===== src/hw/rtl/qse_pkg.sv =====
package qse_pkg;

  localparam int ValueWidth = 32;

  typedef struct packed {
    logic signed [ValueWidth-1:0] sample_value;
    logic                         is_last;
  } sample_t;

  typedef struct packed {
    logic signed [ValueWidth-1:0] sorted_value;
    logic                         end_of_run;
  } result_t;

  // What one cell shows its neighbors
  typedef struct packed {
    logic                         valid;
    logic                         take;
    logic signed [ValueWidth-1:0] value;
  } cell_link_t;

  // Per-cycle command broadcast to every cell
  typedef struct packed {
    logic ins;
    logic shift;
  } cell_ctrl_t;

endpackage


===== src/hw/rtl/quicksort_engine.sv =====
// Sorting engine for sets of signed 32-bit values.
// Sample channel: one value per beat; a beat with is_last set closes the set.
// Each accepted beat is inserted into a row of DEPTH compare
// cells that keeps the set in ascending order at all times, so no separate
// sort phase follows the load. Beats beyond DEPTH elements are dropped, but
// a dropped beat marked last still closes the set.
// Result channel: starting the cycle after the last sample beat, the sorted
// run leaves from cell zero at one beat per cycle while result_ready is high,
// smallest first, with end_of_run on the greatest element. Each sample beat
// that finds room inserts one element, and each delivered result beat shifts
// the cell row one step toward cell zero.
// sample_ready is low while a run drains. A stalled result beat holds the
// whole row, so the receiver may stall for any time without loss.
// Reset empties every cell and returns the engine to loading; no clearing
// pass is needed.
module quicksort_engine #(
  parameter int DEPTH = 32
) (
  input  logic             clk,
  input  logic             rst,
  input  logic             sample_valid,
  output logic             sample_ready,
  input  qse_pkg::sample_t sample,
  output logic             result_valid,
  input  logic             result_ready,
  output qse_pkg::result_t result
);

  localparam logic StLoad  = 1'b0;
  localparam logic StDrain = 1'b1;

  logic                 state;
  logic                 state_next;
  logic                 sample_beat;
  logic                 result_beat;
  logic                 full;
  qse_pkg::cell_ctrl_t  ctrl;
  qse_pkg::cell_link_t  link [DEPTH];
  qse_pkg::cell_link_t  up   [DEPTH];
  qse_pkg::cell_link_t  down [DEPTH];

  assign sample_ready = (state == StLoad);
  assign result_valid = (state == StDrain);
  assign sample_beat  = sample_valid && sample_ready;
  assign result_beat  = result_valid && result_ready;
  assign full         = link[DEPTH-1].valid;

  // Insert only while room remains; shift on each delivered beat
  assign ctrl.ins   = sample_beat && !full;
  assign ctrl.shift = result_beat;

  // Build the row of cells with fixed ends
  for (genvar i = 0; i < DEPTH; i++) begin : g_cell
    if (i == 0) begin : g_first
      assign up[i] = '{valid: 1'b0, take: 1'b0, value: '0};
    end else begin : g_mid_up
      assign up[i] = link[i-1];
    end
    if (i == DEPTH - 1) begin : g_last
      assign down[i] = '{valid: 1'b0, take: 1'b0, value: '0};
    end else begin : g_mid_down
      assign down[i] = link[i+1];
    end

    qse_cell u_cell (
      .clk       (clk),
      .rst       (rst),
      .ctrl      (ctrl),
      .new_value (sample.sample_value),
      .prev      (up[i]),
      .next      (down[i]),
      .link      (link[i])
    );
  end

  // Advance between loading and draining
  always_comb begin
    state_next = state;
    case (state)
      StLoad: begin
        if (sample_beat && sample.is_last) state_next = StDrain;
      end
      StDrain: begin
        if (result_beat && !link[1].valid) state_next = StLoad;
      end
      default: state_next = StLoad;
    endcase
  end

  always_ff @(posedge clk) begin
    if (rst) begin
      state <= StLoad;
    end else begin
      state <= state_next;
    end
  end

  assign result.sorted_value = link[0].value;
  assign result.end_of_run   = !link[1].valid;

  // A draining run always has an element in cell zero
  a_head_valid: assert property (@(posedge clk) disable iff (rst)
    result_valid |-> link[0].valid)
    else $error("result offered from an empty cell");

  // The row stays ordered at its head
  a_head_order: assert property (@(posedge clk) disable iff (rst)
    (link[0].valid && link[1].valid) |-> (link[0].value <= link[1].value))
    else $error("cell row out of order");

  // A beat that is not the end of the run is followed by another
  a_run_continues: assert property (@(posedge clk) disable iff (rst)
    (result_beat && !result.end_of_run) |=> result_valid)
    else $error("run ended without end_of_run");

  // The end of the run leaves the row empty and returns to loading
  a_run_ends: assert property (@(posedge clk) disable iff (rst)
    (result_beat && result.end_of_run) |=> (sample_ready && !link[0].valid))
    else $error("cells left after end_of_run");

endmodule


===== src/hw/rtl/qse_cell.sv =====
module qse_cell (
  input  logic                                     clk,
  input  logic                                     rst,
  input  qse_pkg::cell_ctrl_t                      ctrl,
  input  logic signed [qse_pkg::ValueWidth-1:0]    new_value,
  input  qse_pkg::cell_link_t                      prev,
  input  qse_pkg::cell_link_t                      next,
  output qse_pkg::cell_link_t                      link
);

  logic                                  valid;
  logic signed [qse_pkg::ValueWidth-1:0] value;
  logic                                  take;

  // Claim the new value's slot when empty or holding something greater
  assign take = !valid || (new_value < value);

  assign link.valid = valid;
  assign link.take  = take;
  assign link.value = value;

  // Track occupancy: insert from the left, drain toward cell zero
  always_ff @(posedge clk) begin
    if (rst) begin
      valid <= 1'b0;
    end else if (ctrl.ins && take) begin
      valid <= prev.take ? prev.valid : 1'b1;
    end else if (ctrl.shift) begin
      valid <= next.valid;
    end
  end

  // Move payload: take the left neighbor's value or the new one on insert
  always_ff @(posedge clk) begin
    if (ctrl.ins && take) begin
      value <= prev.take ? prev.value : new_value;
    end else if (ctrl.shift) begin
      value <= next.value;
    end
  end

endmodule

===== config.mk =====
export PLATFORM = sky130hd
export DESIGN_NAME = quicksort_engine
export DESIGN_NICKNAME = d
export VERILOG_FILES = /design/src/hw/rtl/qse_pkg.sv /design/src/hw/rtl/quicksort_engine.sv /design/src/hw/rtl/qse_cell.sv
export SDC_FILE = /design/constraint.sdc
export NUM_CORES = 2
export LEC_CHECK = 0
export ABC_CLOCK_PERIOD_IN_PS = 13450
export BUFFER_PORTS_ARGS = -buffer_cell sky130_fd_sc_hd__buf_2
export CAP_MARGIN = 5
export CELL_PAD_IN_SITES_DETAIL_PLACEMENT = 1
export CELL_PAD_IN_SITES_GLOBAL_PLACEMENT = 1
export CORE_AREA = 2 2 409 411
export CTS_BUF_LIST = sky130_fd_sc_hd__clkbuf_2 sky130_fd_sc_hd__clkbuf_4 sky130_fd_sc_hd__clkbuf_8
export CTS_CLUSTER_SIZE = 12
export DETAILED_ROUTE_END_ITERATION = 12
export DIE_AREA = 0 0 411 413
export PLACE_DENSITY_LB_ADDON = 0.1
export SYNTH_ARGS = -nofsm -noshare
export SYNTH_HDL_FRONTEND = slang
export SYNTH_SLANG_ARGS = --single-unit

===== constraint.sdc =====
create_clock -name clk -period 13.45 [get_ports clk]
set_clock_uncertainty 0.15 [all_clocks]
set_input_delay 2.0175 -clock clk [delete_from_list [all_inputs] [get_ports clk]]
set_output_delay 2.0175 -clock clk [all_outputs]
set_load 0.03 [all_outputs]

; ---- Word-level counts from Yosys, hierarchy flattened
; Cells that the tools add are included.
[totals]
in_bits = 37
output_inout_bits = 35
elab_cells = 424
regBits = 1057
[classes]
n_mux = 193
reduce_logical = 133
n_bitwise = 1
order_cmp = 32
[ops]
columns = operator, count
row1 = two-way mux 32 bit, 95
row2 = < comparator 32 bit, 32
row3 = two-way mux 1 bit, 97
row4 = nonzero test 2 bit, 32
row5 = logical AND 1 bit, 37
row6 = zero test 1 bit, 32
row7 = logical OR 1 bit, 32
row8 = case mux 1 bit (2 select lines), 1
row9 = NOT 1 bit, 1

; ---- Longest topological paths before layout
[depth]
word_depth = 5
depth_mapped = 15
mapped_depth_nobuf = 11

; ---- Cells and area by module
; From an unflattened synthesis, not the netlist that was laid out.
[unflattened]
cells_unflattened = 7400
hier_area_um2 = 90466.8
[modules_own_cells]
columns = module, area_each_um2, cells_each, seq_area_each_um2, n_inst
row1 = qse_cell, 2825.2, 231, 980.9, 32
row2 = quicksort_engine, 60.1, 8, 20.0, 1

; ---- Worst setup path after synthesis
; OpenSTA, ideal clock, no wires.
[synth_timing]
path_kind = input port to flip-flop
from = in sample[32] (netlist name)
to = reg g_cell[12].u_cell.value[0] (netlist name), enable pin
n_path_buf = 2
stages = 10
path_slack_ps = 6589
t_arrival_ps = 6245
path_cell_list = ha_1 nand4_1 or3_1 or2_2 o221a_2 o21ai_0 a31oi_1 buf_2 buf_2 o21ai_0
[synth_via]
elab_chain_len = 4
[synth_lines]
columns = element, line
row1 = from (decl), quicksort_engine.sv:23  ; input qse_pkg::sample_t sample,
row2 = < comparator 32 bit, qse_cell.sv:16  ; assign take = !valid || (new_value < value);
row3 = logical OR 1 bit, qse_cell.sv:16
row4 = logical AND 1 bit, qse_cell.sv:35  ; if (ctrl.ins && take) begin
row5 = nonzero test 2 bit (no source line), -
row6 = to (signal assigned), qse_cell.sv:36  ; value <= prev.take ? prev.value : new_value;
row7 = to (signal assigned), qse_cell.sv:38  ; value <= next.value;
row8 = to (decl), qse_cell.sv:12  ; logic signed [qse_pkg::ValueWidth-1:0] value;
; No other way between the ends.
; A chain may end at the register's enable or synchronous reset.

; ---- Final worst setup path
[layout_timing]
from = in sample[22] (netlist name)
to = reg g_cell[13].u_cell.value[11] (netlist name), enable pin
[layout_via]
elab_chain_len = 4
[layout_lines]
columns = element, line
row1 = < comparator 32 bit, qse_cell.sv:16
row2 = logical OR 1 bit, qse_cell.sv:16
row3 = logical AND 1 bit, qse_cell.sv:35
row4 = nonzero test 2 bit (no source line), -
row5 = to (signal assigned), qse_cell.sv:36
row6 = to (signal assigned), qse_cell.sv:38
row7 = to (decl), qse_cell.sv:12
; No other way between the ends.

==> flow_summary.yaml <==
synth:
  async_flop_share: 0
  ys.flop_type: "edfxtp_1"
  synth_area_sq_um: 82100
  synth_cell_type_count: 87
  synth_top_area_cell: "edfxtp_1"
  ys.warnings.count: 0
  synth-seq-area-share: 0.382
  ys_seq_elements: 1057
  yosysMostFrequentCell: "edfxtp_1"
  postSynthCellCount: 9170
  synth_nets: 10200
  synth_top_area_share: 0.374
  synth_edf_count: 1024
  synthTopCellsByArea: "edfxtp_1 (37%), ha_1 (15%), mux2i_1 (7.1%)"
  synth_area_per_cell_sq_um: 8.96
  synth_common_cells: "edfxtp_1 (1,024), inv_1 (996), ha_1 (961)"
routing:
  drt_iter0_drc: 5765
  wl_per_cell_um: 24.7
  drcViolationCount: 0
  vias: 70300
  via_per_inst: 6.18
  ant_nets: 0
  wirelength_um: 281000
  dr.pass1.iters: 6
power_and_ir_drop:
  finalPower_w: 0.0110
  ir_drop_uv: 98.7
  powerDensity_nw_per_um2: 124
  p_leak_nw: 39.0
global_routing:
  grt_usage: 0.325
  grt_pass1_vias: 72000
  grt_pass1_wl_um: 432000
  overflow: 0
  grt_max_degree: 132
  antenna_found_initial: 5
setup_path:
  crit_family: "buffers and inverters"
  cp-end-kind: "flip-flop"
  crit_top_cell: "buf_4"
  worst-path-max-fanout: 66
  path_cells: "buf_4 -> buf_4 -> ha_1 -> a21o_1 -> nand3_1 -> a21oi_1 -> a2111oi_0 -> o211ai_1 -> or3b_2 -> nand3_2 -> buf_4 -> nand2_1 -> buf_4"
  arrival_ns: 6.65
  max_stage_delay_ns: 0.84
  slowest_stage: "a2111oi_0"
  start_kind: "input pin"
  worstSetupPathType: "input pin to flip-flop"
  path_buf_inv: 4
  worstPathRequired_ns: 14.00
timing:
  fin_crit_ns: 6.10
  slew_viol_final: 0
  rsz0062_at_grt: "false"
  hold_violations: 0
  tightest_slew_ns: 1.11
  setup_tns_ns: 0
  final-setup-viol-count: 0
  maxSlewHeadroom: 0.259
  fmaxAchievable_ghz: 0.164
  fin_crit_sh: 0.454
placed_design:
  place.gp.congestion: 0.919
  portBuffers: 71
  dp.cells: 11000
  dp_hpwl_um: 208000
  placed_area_sq_um: 84500
die:
  die_h_um: 413
  die-area_sq_um: 170000
  num_io_pins: 72
  num_rows: 150
  die_w_um: 411
  core_sq_um: 166000
  initial_utilization: 0.495
run_status:
  status: "completed"
clock_tree:
  clock_path_buffers: 3
  cts-root-buf: "clkbuf_8"
  cts.repair.resized: 0
  cts_setup_buffers: 0
  ctsHtreeMaxLevel: 4
  clk_pin_slew_ns: 0.06
  cts_buffers: 202
  postCtsHoldBufs: 0
  cts_tree: "yes"
  clock-sinks: 1057
  clk_latency_ns: 1.01
cells_and_area:
  fin_nets: 9988
  layout-drive-gt1-share: 0.0804
  fin_area_sq_um: 88600
  syn2layout_area_growth_pct: 7.84
  fin_util: 0.534
  stdcell_count: 11400
worst_hold_path:
  hold_path.class: "flip-flop to flip-flop"
run:
  drv_cap: 0
-- final timing paths --
| kind | start | to | slack [ns] | cells after the start |
|---|---|---|---|---|
| setup / recovery | sample[22] | g_cell[13].u_cell.value[11] | 7.35 | 13 |
| hold / removal | g_cell[1].u_cell.valid | g_cell[1].u_cell.valid | 0.37 | 2 |
| setup reg to reg | g_cell[13].u_cell.value[21] | g_cell[13].u_cell.value[11] | 8.76 | 12 |
| hold reg to reg | g_cell[1].u_cell.valid | g_cell[1].u_cell.valid | 0.37 | 2 |
-- metrics by stage --
stage / worst slack, ns / hold WS, ns
6_report: 7.35 / 0.369
5_1_grt: 7.19 / 0.395
4_1_cts: 7.48 / 0.364
3_5_place_dp: 6.43 / 0.354
3_3_place_gp: 6.58 / 0.345
2_1_floorplan: 6.59 / 0.309
-- report_power, final --
group / internal, W / switching, W / total, W / leakage, nW
logic: 0.00109 / 0.00190 / 0.00299 / 26.7
clock network: 0.00177 / 0.00158 / 0.00335 / 2.17
registers: 0.00420 / 0.000439 / 0.00464 / 10.2
-- layout by cell type, fill, tap and decap left out, types with 170 or more instances in the layout --
master,synthesis,final
a21o_1,170,170
a21oi_1,837,834
a31oi_1,280,279
buf_4,12,218
clkbuf_8,0,216
edfxtp_1,1024,1024
ha_1,961,959
inv_1,996,996
mux2i_1,579,579
nand2_1,590,579
nand3b_1,225,225
nor2_1,857,851
o21ai_0,740,727
-- cells by family (layout without fill, tap and decap cells) --
logic type	after synthesis	in the layout	share of synthesized area
AOI/OAI and AO/OA	2540	2540	0.182
xor gates and xnor gates	12	12	0.00160
adders and majority gates	961	961	0.146
buffers and inverters	1642	1629	0.0785
DFF	1057	1057	0.382
muxes	613	613	0.0752
other	0	5	0
and+or+nand+nor	2345	2345	0.134
-- area by class of cell --
cell class / count / area (sq um)
Fill cell: 19100 / 77300
Multi-Input combinational cell: 6471 / 44700
Timing Repair Buffer: 258 / 1840
Sequential cell: 1057 / 31400
Clock buffer: 291 / 3540
Antenna cell: 5 / 12.5
Tap cell: 2204 / 2760
Inverter: 1000 / 3750
Clock inverter: 80 / 542
-- state kept, by name, summed over array words and instances (netlist names) --
| name | count |
|---|---|
| g_cell.u_cell.value | 1024 |
| g_cell.u_cell.valid | 32 |
| result_valid | 1 |
-- worst min-delay path: stages, from the launching register on --
cell and delay [ns]:
dfxtp_1 0.33, nand3_1 0.08, a21oi_1 0.06
-- routing by layer --
metal / part of all wire / global-route usage / vias to the layer above
li1: - / - / 32700
met1: 0.45 / 0.445 / 35000
met2: 0.45 / 0.519 / 2059
met3: 0.053 / 0.0391 / 523
met4: 0.044 / 0.141 / 0
met5: 0 / 0 / -
(Power assumes the default switching activity.)
